===== src/btc_pkg.sv =====
// Package for the blank-run to tab compressor.
// Character codes, field widths, run codes and the controller/datapath structs.
// No dependencies; every other file of the block imports it.
`default_nettype none

package btc_pkg;

    localparam int CHAR_W           = 8;
    localparam int TW_W             = 5;
    localparam int MAX_RESULTS      = 39;
    localparam int CNT_W            = $clog2(MAX_RESULTS);
    localparam int SPC_W            = 5;
    localparam int COLUMN_LIMIT_DEF = 256;

    localparam logic [CHAR_W-1:0] CH_BLANK   = 8'd32;
    localparam logic [CHAR_W-1:0] CH_TAB     = 8'd9;
    localparam logic [CHAR_W-1:0] CH_NEWLINE = 8'd10;

    localparam logic [TW_W-1:0] TAB_WIDTH_RESET = 5'd8;
    localparam logic [TW_W-1:0] TAB_WIDTH_MAX   = 5'd16;

    // Pending-run codes
    localparam logic [1:0] RS_NONE = 2'd0;
    localparam logic [1:0] RS_ONE  = 2'd1;
    localparam logic [1:0] RS_MANY = 2'd2;

    typedef struct packed {
        logic accept;
        logic load_single;
        logic div_step;
        logic calc;
        logic push_tab;
        logic push_space;
        logic push_char;
    } t_btc_cmd;

    typedef struct packed {
        logic [1:0] run_state;
        logic       in_flush;
        logic       in_blank;
        logic       div_last;
        logic       out_free;
        logic       tabs_nz;
        logic       spaces_nz;
        logic       flush_pend;
    } t_btc_sts;

endpackage

`default_nettype wire


===== src/btc_in_if.sv =====
// Request channel into the compressor: one text byte or a flush marker.
// Depends on btc_pkg for the byte width.
`default_nettype none

interface btc_in_if import btc_pkg::*; ();
    logic              valid;
    logic              ready;
    logic [CHAR_W-1:0] in_char;
    logic              flush;

    modport source (output valid, output in_char, output flush, input ready);
    modport sink   (input valid, input in_char, input flush, output ready);
endinterface

`default_nettype wire


===== src/btc_out_if.sv =====
// Result channel out of the compressor: one output byte and its last marker.
// Depends on btc_pkg for the byte width.
`default_nettype none

interface btc_out_if import btc_pkg::*; ();
    logic              valid;
    logic              ready;
    logic [CHAR_W-1:0] out_char;
    logic              last;

    modport source (output valid, output out_char, output last, input ready);
    modport sink   (input valid, input out_char, input last, output ready);
endinterface

`default_nettype wire


===== src/blank_run_to_tab_compressor.sv =====
// Top level of the blank-run to tab compressor: controller plus datapath.
// Depends on btc_pkg, btc_in_if, btc_out_if, btc_ctrl and btc_dp.
//
// Text bytes come in one request at a time on i_in; output bytes leave on o_out,
// each with a last flag on the final byte that a request causes. A single blank
// passes through as one space. Two or more blanks are held until the next
// non-blank byte (newline included), then leave as one tab per tab stop crossed,
// then the leftover spaces, then that byte; a run that crosses no stop leaves as
// its own blank count, and the tab count is trimmed so that one request yields
// at most 39 bytes. A flush request emits any pending run and restarts the line
// at column zero; with nothing pending it produces no output. The column tracks
// every byte, restarts after a newline and holds at COLUMN_LIMIT-1. tab_width is
// written through i_tab_width_we / i_tab_width_wdata (reset 8; zero acts as 1,
// anything above 16 as 16) and is only to be written while the block is idle.
// The block works on one request at a time. A blank that starts or extends a
// run, and a flush with nothing pending, are only accepted; a byte with nothing
// pending is accepted, then loaded into the output register. A byte after a
// single blank emits the space, then the byte; a flush after one emits the space.
// A byte or flush that closes a longer run is accepted, then passes through the
// bit-serial divider that forms column / tab_width and start / tab_width, one
// quotient bit per cycle, CW = clog2(COLUMN_LIMIT) (8 by default) bits long,
// then sets the counts and emits the tabs, the spaces and, for a byte, the byte.
// A stalled o_out holds the emission.
`default_nettype none

module blank_run_to_tab_compressor import btc_pkg::*; #(
    parameter int COLUMN_LIMIT = COLUMN_LIMIT_DEF
) (
    input  wire logic            i_clk,
    input  wire logic            i_rst_n,
    input  wire logic            i_tab_width_we,
    input  wire logic [TW_W-1:0] i_tab_width_wdata,
    btc_in_if.sink               i_in,
    btc_out_if.source            o_out
);

    t_btc_cmd cmd;
    t_btc_sts sts;
    logic     in_ready;
    logic     out_valid;
    logic [CHAR_W-1:0] out_char;
    logic     out_last;

    // Sequence each request: accept, divide, set counts, emit tabs/spaces/byte
    btc_ctrl u_ctrl (
        .i_clk      (i_clk),
        .i_rst_n    (i_rst_n),
        .i_in_valid (i_in.valid),
        .o_in_ready (in_ready),
        .i_sts      (sts),
        .o_cmd      (cmd)
    );

    // Hold line state, divide, count and drive the output register
    btc_dp #(
        .COLUMN_LIMIT (COLUMN_LIMIT)
    ) u_dp (
        .i_clk             (i_clk),
        .i_rst_n           (i_rst_n),
        .i_tab_width_we    (i_tab_width_we),
        .i_tab_width_wdata (i_tab_width_wdata),
        .i_in_char         (i_in.in_char),
        .i_in_flush        (i_in.flush),
        .o_out_valid       (out_valid),
        .i_out_ready       (o_out.ready),
        .o_out_char        (out_char),
        .o_out_last        (out_last),
        .i_cmd             (cmd),
        .o_sts             (sts)
    );

    assign i_in.ready     = in_ready;
    assign o_out.valid    = out_valid;
    assign o_out.out_char = out_char;
    assign o_out.last     = out_last;

endmodule

`default_nettype wire


===== src/btc_ctrl.sv =====
// Controller of the compressor: sequences accept, divide, count setup and emission.
// Depends on btc_pkg for the command and status structs and run codes.
`default_nettype none

module btc_ctrl import btc_pkg::*; (
    input  wire logic     i_clk,
    input  wire logic     i_rst_n,
    input  wire logic     i_in_valid,
    output logic          o_in_ready,
    input  wire t_btc_sts i_sts,
    output t_btc_cmd      o_cmd
);

    typedef enum logic [2:0] {
        S_IDLE,
        S_DIV,
        S_CALC,
        S_EMIT,
        S_CHAR
    } t_state;

    t_state r_state, n_state;

    assign o_in_ready = (r_state == S_IDLE);

    always_comb begin
        n_state = r_state;
        o_cmd   = '0;
        case (r_state)
            S_IDLE: begin
                if (i_in_valid) begin
                    o_cmd.accept = 1'b1;
                    if (i_sts.in_flush || !i_sts.in_blank) begin
                        case (i_sts.run_state)
                            RS_MANY: n_state = S_DIV;
                            RS_ONE: begin
                                o_cmd.load_single = 1'b1;
                                n_state           = S_EMIT;
                            end
                            default: n_state = i_sts.in_flush ? S_IDLE : S_CHAR;
                        endcase
                    end
                end
            end
            S_DIV: begin
                o_cmd.div_step = 1'b1;
                if (i_sts.div_last) begin
                    n_state = S_CALC;
                end
            end
            S_CALC: begin
                o_cmd.calc = 1'b1;
                n_state    = S_EMIT;
            end
            S_EMIT: begin
                if (i_sts.tabs_nz) begin
                    o_cmd.push_tab = i_sts.out_free;
                end else if (i_sts.spaces_nz) begin
                    o_cmd.push_space = i_sts.out_free;
                end else begin
                    n_state = i_sts.flush_pend ? S_IDLE : S_CHAR;
                end
            end
            S_CHAR: begin
                if (i_sts.out_free) begin
                    o_cmd.push_char = 1'b1;
                    n_state         = S_IDLE;
                end
            end
            default: n_state = S_IDLE;
        endcase
    end

    always_ff @(posedge i_clk) begin
        if (!i_rst_n) begin
            r_state <= S_IDLE;
        end else begin
            r_state <= n_state;
        end
    end

endmodule

`default_nettype wire


===== src/btc_dp.sv =====
// Datapath of the compressor: column and run state, tab width register,
// bit-serial divider, tab/space counters and the output register.
// Depends on btc_pkg; driven by btc_ctrl through t_btc_cmd.
`default_nettype none

module btc_dp import btc_pkg::*; #(
    parameter int COLUMN_LIMIT = COLUMN_LIMIT_DEF
) (
    input  wire logic              i_clk,
    input  wire logic              i_rst_n,
    input  wire logic              i_tab_width_we,
    input  wire logic [TW_W-1:0]   i_tab_width_wdata,
    input  wire logic [CHAR_W-1:0] i_in_char,
    input  wire logic              i_in_flush,
    output logic                   o_out_valid,
    input  wire logic              i_out_ready,
    output logic [CHAR_W-1:0]      o_out_char,
    output logic                   o_out_last,
    input  wire t_btc_cmd          i_cmd,
    output t_btc_sts               o_sts
);

    localparam int CW   = $clog2(COLUMN_LIMIT);
    localparam int DCW  = $clog2(CW);
    localparam int CMPW = (CW > CNT_W) ? CW : CNT_W;
    localparam logic [CW-1:0]    COL_MAX  = CW'(COLUMN_LIMIT - 1);
    localparam logic [CNT_W-1:0] CAP_BASE = CNT_W'(MAX_RESULTS - 1);

    // Line state
    logic [CW-1:0]   r_column, n_column;
    logic [1:0]      r_run_state, n_run_state;
    logic [CW-1:0]   r_run_start, n_run_start;
    logic [TW_W-1:0] r_tab_width;

    // Snapshot of the request being worked on
    logic [CW-1:0]     r_col_e, r_start_e;
    logic              r_flush;
    logic [CHAR_W-1:0] r_char;

    // Divider
    logic [CW-1:0]   r_dq_c, r_dq_s;
    logic [TW_W-1:0] r_rem_c, r_rem_s;
    logic [DCW-1:0]  r_div_cnt;

    // Emission
    logic [CNT_W-1:0] r_tab_cnt;
    logic [SPC_W-1:0] r_spc_cnt;
    logic              r_out_valid;
    logic [CHAR_W-1:0] r_out_char;
    logic              r_out_last;

    logic [TW_W-1:0] tw;
    logic            in_blank;
    logic            out_free;

    always_comb begin
        if (r_tab_width == '0) begin
            tw = TW_W'(1);
        end else if (r_tab_width > TAB_WIDTH_MAX) begin
            tw = TAB_WIDTH_MAX;
        end else begin
            tw = r_tab_width;
        end
    end

    assign in_blank = (i_in_char == CH_BLANK);
    assign out_free = !r_out_valid || i_out_ready;

    // Next line state for an accepted request
    always_comb begin
        n_column    = r_column;
        n_run_state = r_run_state;
        n_run_start = r_run_start;
        if (i_in_flush) begin
            n_column    = '0;
            n_run_state = RS_NONE;
            n_run_start = '0;
        end else begin
            if (in_blank) begin
                if (r_run_state == RS_NONE) begin
                    n_run_state = RS_ONE;
                    n_run_start = r_column;
                end else begin
                    n_run_state = RS_MANY;
                end
            end else begin
                n_run_state = RS_NONE;
            end
            if (i_in_char == CH_NEWLINE) begin
                n_column = '0;
            end else if (r_column < COL_MAX) begin
                n_column = r_column + CW'(1);
            end
        end
    end

    // One restoring-division step for both dividends
    logic [TW_W:0]   sh_c, sh_s;
    logic            ge_c, ge_s;
    logic [TW_W-1:0] rem_c_n, rem_s_n;

    always_comb begin
        sh_c    = {r_rem_c, r_dq_c[CW-1]};
        sh_s    = {r_rem_s, r_dq_s[CW-1]};
        ge_c    = (sh_c >= {1'b0, tw});
        ge_s    = (sh_s >= {1'b0, tw});
        rem_c_n = ge_c ? TW_W'(sh_c - {1'b0, tw}) : sh_c[TW_W-1:0];
        rem_s_n = ge_s ? TW_W'(sh_s - {1'b0, tw}) : sh_s[TW_W-1:0];
    end

    // Tab and space counts once both quotients are in
    logic [CW-1:0]    tabs_full;
    logic [SPC_W-1:0] spaces;
    logic [CNT_W-1:0] cap;
    logic [CNT_W-1:0] tabs;

    always_comb begin
        tabs_full = r_dq_c - r_dq_s;
        spaces    = (tabs_full != '0) ? SPC_W'(r_rem_c) : SPC_W'(r_col_e - r_start_e);
        cap       = CAP_BASE - CNT_W'(spaces);
        tabs      = (CMPW'(tabs_full) > CMPW'(cap)) ? cap : CNT_W'(tabs_full);
    end

    always_ff @(posedge i_clk) begin
        if (!i_rst_n) begin
            r_column    <= '0;
            r_run_state <= RS_NONE;
            r_run_start <= '0;
            r_tab_width <= TAB_WIDTH_RESET;
            r_out_valid <= 1'b0;
            r_div_cnt   <= '0;
        end else begin
            if (i_tab_width_we) begin
                r_tab_width <= i_tab_width_wdata;
            end
            if (i_cmd.accept) begin
                r_column    <= n_column;
                r_run_state <= n_run_state;
                r_run_start <= n_run_start;
                r_div_cnt   <= '0;
            end else if (i_cmd.div_step) begin
                r_div_cnt <= r_div_cnt + DCW'(1);
            end
            if (i_cmd.push_tab || i_cmd.push_space || i_cmd.push_char) begin
                r_out_valid <= 1'b1;
            end else if (i_out_ready) begin
                r_out_valid <= 1'b0;
            end
        end
    end

    always_ff @(posedge i_clk) begin
        if (i_cmd.accept) begin
            r_col_e   <= r_column;
            r_start_e <= r_run_start;
            r_flush   <= i_in_flush;
            r_char    <= i_in_char;
            r_dq_c    <= r_column;
            r_dq_s    <= r_run_start;
            r_rem_c   <= '0;
            r_rem_s   <= '0;
        end else if (i_cmd.div_step) begin
            r_dq_c  <= {r_dq_c[CW-2:0], ge_c};
            r_dq_s  <= {r_dq_s[CW-2:0], ge_s};
            r_rem_c <= rem_c_n;
            r_rem_s <= rem_s_n;
        end

        if (i_cmd.load_single) begin
            r_tab_cnt <= '0;
            r_spc_cnt <= SPC_W'(1);
        end else if (i_cmd.calc) begin
            r_tab_cnt <= tabs;
            r_spc_cnt <= spaces;
        end else if (i_cmd.push_tab) begin
            r_tab_cnt <= r_tab_cnt - CNT_W'(1);
        end else if (i_cmd.push_space) begin
            r_spc_cnt <= r_spc_cnt - SPC_W'(1);
        end

        if (i_cmd.push_tab) begin
            r_out_char <= CH_TAB;
            r_out_last <= r_flush && (r_tab_cnt == CNT_W'(1)) && (r_spc_cnt == '0);
        end else if (i_cmd.push_space) begin
            r_out_char <= CH_BLANK;
            r_out_last <= r_flush && (r_spc_cnt == SPC_W'(1));
        end else if (i_cmd.push_char) begin
            r_out_char <= r_char;
            r_out_last <= 1'b1;
        end
    end

    assign o_out_valid = r_out_valid;
    assign o_out_char  = r_out_char;
    assign o_out_last  = r_out_last;

    always_comb begin
        o_sts.run_state  = r_run_state;
        o_sts.in_flush   = i_in_flush;
        o_sts.in_blank   = in_blank;
        o_sts.div_last   = (r_div_cnt == DCW'(CW - 1));
        o_sts.out_free   = out_free;
        o_sts.tabs_nz    = (r_tab_cnt != '0);
        o_sts.spaces_nz  = (r_spc_cnt != '0);
        o_sts.flush_pend = r_flush;
    end

endmodule

`default_nettype wire


===== src/flat_wrapper.sv =====
// flat-port wrapper written by rule: the top's interface ports become plain ports
module blank_run_to_tab_compressor_flat import btc_pkg::*;
#(
    parameter int COLUMN_LIMIT = COLUMN_LIMIT_DEF
)
  (i_clk, i_rst_n, i_tab_width_we, i_tab_width_wdata, i_in_valid, i_in_in_char, i_in_flush, i_in_ready, o_out_valid, o_out_out_char, o_out_last, o_out_ready);
  btc_in_if i_in_i ();
  btc_out_if o_out_i ();
  input  wire logic i_clk;
  input  wire logic i_rst_n;
  input  wire logic i_tab_width_we;
  input  wire logic [TW_W-1:0] i_tab_width_wdata;
  input wire logic [$bits(i_in_i.valid)-1:0] i_in_valid;
  input wire logic [$bits(i_in_i.in_char)-1:0] i_in_in_char;
  input wire logic [$bits(i_in_i.flush)-1:0] i_in_flush;
  output wire logic [$bits(i_in_i.ready)-1:0] i_in_ready;
  output wire logic [$bits(o_out_i.valid)-1:0] o_out_valid;
  output wire logic [$bits(o_out_i.out_char)-1:0] o_out_out_char;
  output wire logic [$bits(o_out_i.last)-1:0] o_out_last;
  input wire logic [$bits(o_out_i.ready)-1:0] o_out_ready;
  assign i_in_i.valid = i_in_valid;
  assign i_in_i.in_char = i_in_in_char;
  assign i_in_i.flush = i_in_flush;
  assign i_in_ready = i_in_i.ready;
  assign o_out_valid = o_out_i.valid;
  assign o_out_out_char = o_out_i.out_char;
  assign o_out_last = o_out_i.last;
  assign o_out_i.ready = o_out_ready;
  blank_run_to_tab_compressor #(.COLUMN_LIMIT(COLUMN_LIMIT)) u_core (.i_clk(i_clk), .i_rst_n(i_rst_n), .i_tab_width_we(i_tab_width_we), .i_tab_width_wdata(i_tab_width_wdata), .i_in(i_in_i), .o_out(o_out_i));
endmodule

===== config.mk =====
export PLATFORM = sky130hd
export DESIGN_NAME = blank_run_to_tab_compressor_flat
export DESIGN_NICKNAME = d
export VERILOG_FILES = /design/src/btc_pkg.sv /design/src/btc_in_if.sv /design/src/btc_out_if.sv /design/src/blank_run_to_tab_compressor.sv /design/src/btc_ctrl.sv /design/src/btc_dp.sv /design/src/flat_wrapper.sv
export SDC_FILE = /design/constraint.sdc
export NUM_CORES = 1
export LEC_CHECK = 0
export BUFFER_PORTS_ARGS = -buffer_cell sky130_fd_sc_hd__buf_2
export CAP_MARGIN = 20
export CORE_ASPECT_RATIO = 0.7
export CORE_MARGIN = 1
export CORE_UTILIZATION = 34
export DETAILED_ROUTE_END_ITERATION = 6
export HOLD_SLACK_MARGIN = 0.15
export MAX_ROUTING_LAYER = met4
export SETUP_SLACK_MARGIN = 0.05
export SLEW_MARGIN = 25
export SYNTH_ARGS = -nofsm -noshare
export SYNTH_HDL_FRONTEND = slang
export SYNTH_HIERARCHICAL = 1
export SYNTH_SLANG_ARGS = --single-unit

===== constraint.sdc =====
create_clock -name i_clk -period 3.95 [get_ports i_clk]
set_input_delay 0.395 -clock i_clk [delete_from_list [all_inputs] [get_ports i_clk]]
set_output_delay 0.395 -clock i_clk [all_outputs]
set_load 0.05 [all_outputs]

**After elaboration in Yosys (flattened, before gate mapping)**

Cells that the tools add are included.

- Register bits after elaboration: 95
- Bits in latches: 0
- RAM bits: 0
- ROM bits: 0
- Output and inout port bits: 11
- Word-level logic and storage cells: 137
- Memories: 0

- $add $sub $neg: 9
- Multipliers: 0
- Div/mod/pow operators: 0
- $lt $le $gt $ge: 5
- Equal/unequal tests: 18
- Shift operators: 0
- Multiplexer cells: 53
- Bitwise operators: 1
- Reductions and logical operators: 31

Operators with widths:

| kind | count |
|---|---|
| 8-bit two-way mux | 10 |
| 5-bit two-way mux | 8 |
| 6-bit two-way mux | 5 |
| 3-bit two-way mux | 8 |
| 3-bit case mux with 5 select lines | 1 |
| 5-bit subtractor | 3 |
| 1-bit two-way mux | 14 |
| 2-bit nonzero test | 7 |
| 6-bit by 5-bit greater-or-equal comparator with 1-bit output | 2 |
| 2-bit two-way mux | 6 |
| 5-bit zero test | 2 |
| 8-bit by 1-bit adder with 8-bit output (second input constant) | 1 |
| 8-bit by 4-bit == test with 1-bit output (second input constant) | 1 |
| 8-bit by 6-bit == test with 1-bit output (second input constant) | 1 |
| 8-bit by 6-bit > comparator with 1-bit output | 1 |
| 8-bit < comparator (second input constant) | 1 |
| 2-bit != test (second input constant) | 4 |
| 8-bit nonzero test | 1 |
| 8-bit subtractor | 1 |
| 3-bit by 2-bit == test with 1-bit output (second input constant) | 2 |
| 3-bit == test (second input constant) | 2 |
| 6-bit by 1-bit == test with 1-bit output (second input constant) | 1 |
| 2-bit by 1-bit != test with 1-bit output (second input constant) | 3 |
| 3-bit case mux with 2 select lines | 1 |
| 22 further kinds | 31 |

**Depth between registers and ports, before layout**

- Depth after elaboration: 8
- Depth in mapped cells: 21
- Mapped depth without buffers: 21

**By module**

Netlist, hierarchy kept.

By module, submodules not included:

| module | instances | cells an instance | area an instance (um^2) | sequential area each (um^2) |
|---|---|---|---|---|
| btc_dp | 1 | 528 | 5225.0 | 2202.1 |
| btc_ctrl | 1 | 45 | 351.6 | 60.1 |

**Worst setup path after synthesis**

No wires, ideal clock.

- Path type: register to register
- Start: reg u_core.u_dp.r_dq_c[0]
- End: reg u_core.u_dp.r_tab_cnt[0]
- Setup time: 0.083 ns
- Data arrival time: 3.609 ns
- Required time: 3.867 ns
- Slack: 0.258 ns
- Stages on the path, launching flop included: 21
- Buffers on the path: 1
- Clock period less this slack: 3.692 ns
- Path through: edfxtp_1 -> inv_1 -> ha_1 -> inv_1 -> fa_1 -> a21o_1 -> a221o_1 -> and2_0 -> o21ai_1 -> a21boi_2 -> o21ai_4 -> buf_8 -> mux2i_1 -> ha_1 -> a21o_1 -> a21oi_1 -> o21ai_0 -> nand2_1 -> o21ai_0 -> nand2b_1 -> o221ai_1

- Word-level cells in the longest chain between the ends: 7

RTL lines:

| element | RTL line | source |
|---|---|---|
| start: declaration | btc_dp.sv:41 | `logic [CW-1:0] r_dq_c, r_dq_s;` |
| start signal: assignment | btc_dp.sv:158 | `r_dq_c <= r_column;` |
| start signal: assignment | btc_dp.sv:163 | `r_dq_c <= {r_dq_c[CW-2:0], ge_c};` |
| 8-bit subtractor * | btc_dp.sv:118 | `tabs_full = r_dq_c - r_dq_s;` |
| 8-bit nonzero test | btc_dp.sv:119 | `spaces = (tabs_full != '0) ? SPC_W'(r_rem_c) : SPC_W'(r_col_e - r_start_e);` |
| 5-bit two-way mux | btc_dp.sv:119 |  |
| 6-bit by 5-bit subtractor with 6-bit output | btc_dp.sv:120 | `cap = CAP_BASE - CNT_W'(spaces);` |
| 8-bit by 6-bit > comparator with 1-bit output | btc_dp.sv:121 | `tabs = (CMPW'(tabs_full) > CMPW'(cap)) ? cap : CNT_W'(tabs_full);` |
| 6-bit two-way mux * | btc_dp.sv:121 |  |
| 6-bit two-way mux * | btc_dp.sv:172 | `end else if (i_cmd.calc) begin` |
| end signal: assignment | btc_dp.sv:173 | `r_tab_cnt <= tabs;` |
| end signal: assignment | btc_dp.sv:176 | `r_tab_cnt <= r_tab_cnt - CNT_W'(1);` |
| end: declaration | btc_dp.sv:46 | `logic [CNT_W-1:0] r_tab_cnt;` |

Every way passes the cells marked *; elsewhere a longest branch is shown, timed or not.
A chain may end at the register's enable or synchronous reset.

**Worst setup path in the final report**

Same ends and word-level chain as after synthesis.

==> metrics.csv <==
metric,value,unit
status,"finished, final reports clean",
fp.dieH,109.2,µm
cp_max_fo,4,
maxCapViolations,0,
clock-root-buffer,clkbuf_16,
area_delta_synth_final,15.71,%
ys.warnings.count,6,
worstHoldPathType,in2reg,
drive_above_1_share,19.12,%
worstSetupPathType,reg2reg,
tns,0,ns
antenna_found_initial,0,
synth_area_leaders,"dfxtp_1 21%, edfxtp_1 19%, ha_1 8.5%",
io_buffers,29,
end_kind,flop,
hold_viol,0,
seq_area_frac_synth,40.57,%
rrSetupSlack,0.08,ns
rows,38,
p_total,2890,µW
hold_path_depth,1,
synth.avg_cell_area,9.732,µm²
synth_area,5577,µm²
grt_max_degree,26,
die_x,155.1,µm
die_area,16930,µm²
grt_usage,15.85,%
synth-edff-count,36,
clock_latency,0.36,ns
synthCells,573,
r2r-end,u_core/u_dp/r_tab_cnt[0],
cts_htree_levels,3,
min_period,3.873,ns
cpPeakStageDelay,0.39,ns
worstPathArrival,4.15,ns
power_leakage,0.002559,µW
hpwl,9215,µm
rr_startpoint,u_core/u_dp/r_dq_c[0],
vias_per_cell,5.097,
critical-path-slowest-cell,edfxtp_1,
cts.clk_slew.worst_paths,0.07,ns
rr_worst_depth,22,
routabilityCongestion,0.9451,
min_from,i_in_in_char[7],
initial_utilization,35.43,%
post-place-ws,-0.03493,ns
grt_pass1_wl,20110,µm
core_region_area,15740,µm²
p_per_area,447.9,nW/µm²
wl_per_cell,15.24,µm
slew_headroom,43.47,%
setup_viol,0,
tightest_slew,0.8448,ns
start_kind,flop,
rsz0062_at_grt,yes,
setup_slack,0.07693,ns
routed_wl,12680,µm
grt.overflow.total,0,
synthFlopType,dfxtp_1,
fin_crit_sh,98.05,%
yosysTopAreaCell,dfxtp_1,
grt_pass1_vias,3965,
fin_area,6452,µm²
fillCellCount,1550,
nNetsFinal,668,
synth.distinct_cells,68,
drcViolationCount,0,
cp_common_cell,inv_2,
dpl_cell_area,5939,µm²
antenna_left,0,
syn_nets,634,
synth_seq_cells,95,
dr_total_vias,4241,
place_inst,807,
io_pins,30,
async_reset_ff_share,0,%
drt_iter0_drc,207,
instances_no_fill,832,
clock_path_buffers,2,
critPathRequiredTime,4.23,ns
holdPathEnd,u_core/u_dp/r_char[7],
path_cells,"inv_2, ha_4, inv_2, fa_2, a21o_1, a221o_1, nor2_2, a21oi_2, nor4_4, o21ai_4, buf_6, mux2_4, inv_2, ha_4, inv_1, a21o_1, a21oi_2, o21ai_1, nand2_2, o21ai_2, nand2b_4, o221ai_2",
drt-pass1-iter-count,4,
cts_made_buffers,9,
cts_tree,built,
cts_hold_buffers,0,
cts_sinks,95,
synth.top_cell.area_share,21.18,%
final_max_slew_viol_count,0,
finClkSkew,0.009073,ns
max_freq,258.2,MHz
antenna_cells,0,
ir_drop,0.0002253,V
==> final cells by class <==
class | instances | area [µm²] | area share [%]
Sequential cell | 95 | 2262 | 35.06
Multi-Input combinational cell | 411 | 3152 | 48.85
Clock inverter | 7 | 70.07 | 1.086
Timing Repair Buffer | 49 | 314.1 | 4.867
Inverter | 41 | 153.9 | 2.385
Clock buffer | 9 | 225.2 | 3.490
Tap cell | 220 | 275.3 | 4.266
==> worst max path at each step <==
stage | end | cells after the start | from | slack (ns)
finish | u_core/u_dp/r_tab_cnt[0] | 22 | u_core/u_dp/r_dq_c[0] | 0.08
global route | u_core/u_dp/r_tab_cnt[2] | 20 | u_core/u_dp/r_dq_c[0] | -0.12
CTS | u_core/u_dp/r_tab_cnt[1] | 22 | u_core/u_dp/r_dq_c[0] | 0.07
detailed placement | u_core/u_dp/r_tab_cnt[1] | 19 | u_core/u_dp/r_dq_c[0] | -0.03
global placement | u_core/u_dp/r_tab_cnt[4] | 21 | u_core/u_dp/r_dq_c[0] | 0.08
floorplan | u_core/u_dp/r_tab_cnt[0] | 20 | u_core/u_dp/r_dq_c[0] | 0.26
==> sequential cells by signal (all words and copies together) (netlist names), 6 cells and up <==
name and cells:
u_core/u_dp/o_out_char 8, u_core/u_dp/r_dq_c 8, u_core/u_dp/r_column 8, u_core/u_dp/r_char 8, u_core/u_dp/r_tab_cnt 6, u_core/u_dp/r_run_start 8, u_core/u_dp/r_dq_s 8
==> synthesized netlist by cell type, drive strengths merged, types with 7 or more instances <==
library cell  count
inv              41
nor2             53
nand2b            9
nor2b            25
ha               38
dfxtp            59
edfxtp           36
nand2            35
nor3             16
o21ai            21
a211oi           12
nor4              9
a21oi            21
mux2              9
buf              10
mux2i            30
a22oi             9
xnor2            16
a21o              7
nand3            11
xor2             15
clkbuf           16
==> metrics by stage <==
step	hold slack, ns	util (%)
2_1_floorplan	0.4064	-
3_3_place_gp	0.4440	37.74
3_5_place_dp	0.4520	37.74
4_1_cts	0.2233	39.95
5_1_grt	0.2204	41.00
6_report	0.2375	41.00
==> power breakdown <==
part | total [µW] | switching (µW) | internal (µW)
Sequential | 1220 | 85.0 | 1140
Combinational | 803 | 485 | 318
Clock | 863 | 419 | 445
==> repair_timing <==
item	in CTS	in global routing
setup buffers	4	5
endpoints found under the setup margin	6	6
hold endpoints to repair	0	0
gates resized for setup	6	31
pin swaps	3	23
cloned	0	0
==> cells in the final DEF (no fill, tap or decap), drive strengths merged, types with 3 or more instances in the layout <==
cell	synthesis	layout
nor2	53	53
dfxtp	59	59
a21boi	4	4
fa	4	4
mux2	9	9
and3	5	5
o21ai	21	21
nor3b	3	3
xnor2	16	16
or2	5	5
a21oi	21	21
o221ai	4	4
nor4	9	9
o21a	5	5
xor2	15	15
nand3b	4	4
a21o	7	7
buf	10	49
nor3	16	16
a211oi	12	12
ha	38	38
o31a	5	5
and2	4	4
nand4	4	4
clkbuf	16	9
a22oi	9	9
edfxtp	36	36
inv	41	45
o21bai	3	3
mux2i	30	30
nand2b	9	9
nor2b	25	25
nand3	11	11
nand2	35	35
o211ai	4	4
==> critical path: cells and delay by family, from the launching register on <==
kind,cells,cell delay (ns)
buffers and inverters,5,0.39
muxes,1,0.30
DFF,1,0.39
AOI/OAI and AO/OA,9,1.35
adders and majority gates,3,0.59
and+or+nand+nor,4,0.79
==> routing by layer <==
| metal | GRT usage [%] | part of all wire [%] | vias up |
|---|---|---|---|
| li1 | - | - | 2099 |
| met1 | 22.15 | 52 | 2061 |
| met2 | 22.62 | 43 | 72 |
| met3 | 4.173 | 3.7 | 9 |
| met4 | 3.678 | 0.73 | 0 |
| met5 | - | 0 | - |
==> cells by family after synthesis <==
family | share of synthesized area (%)
xor+xnor | 5.004
buf+inv | 5.295
compound gates | 13.98
flops | 40.57
fa+ha+maj | 9.962
simple gates | 17.93
mux | 7.269
Note: power is estimated with default switching activity, not from simulation.
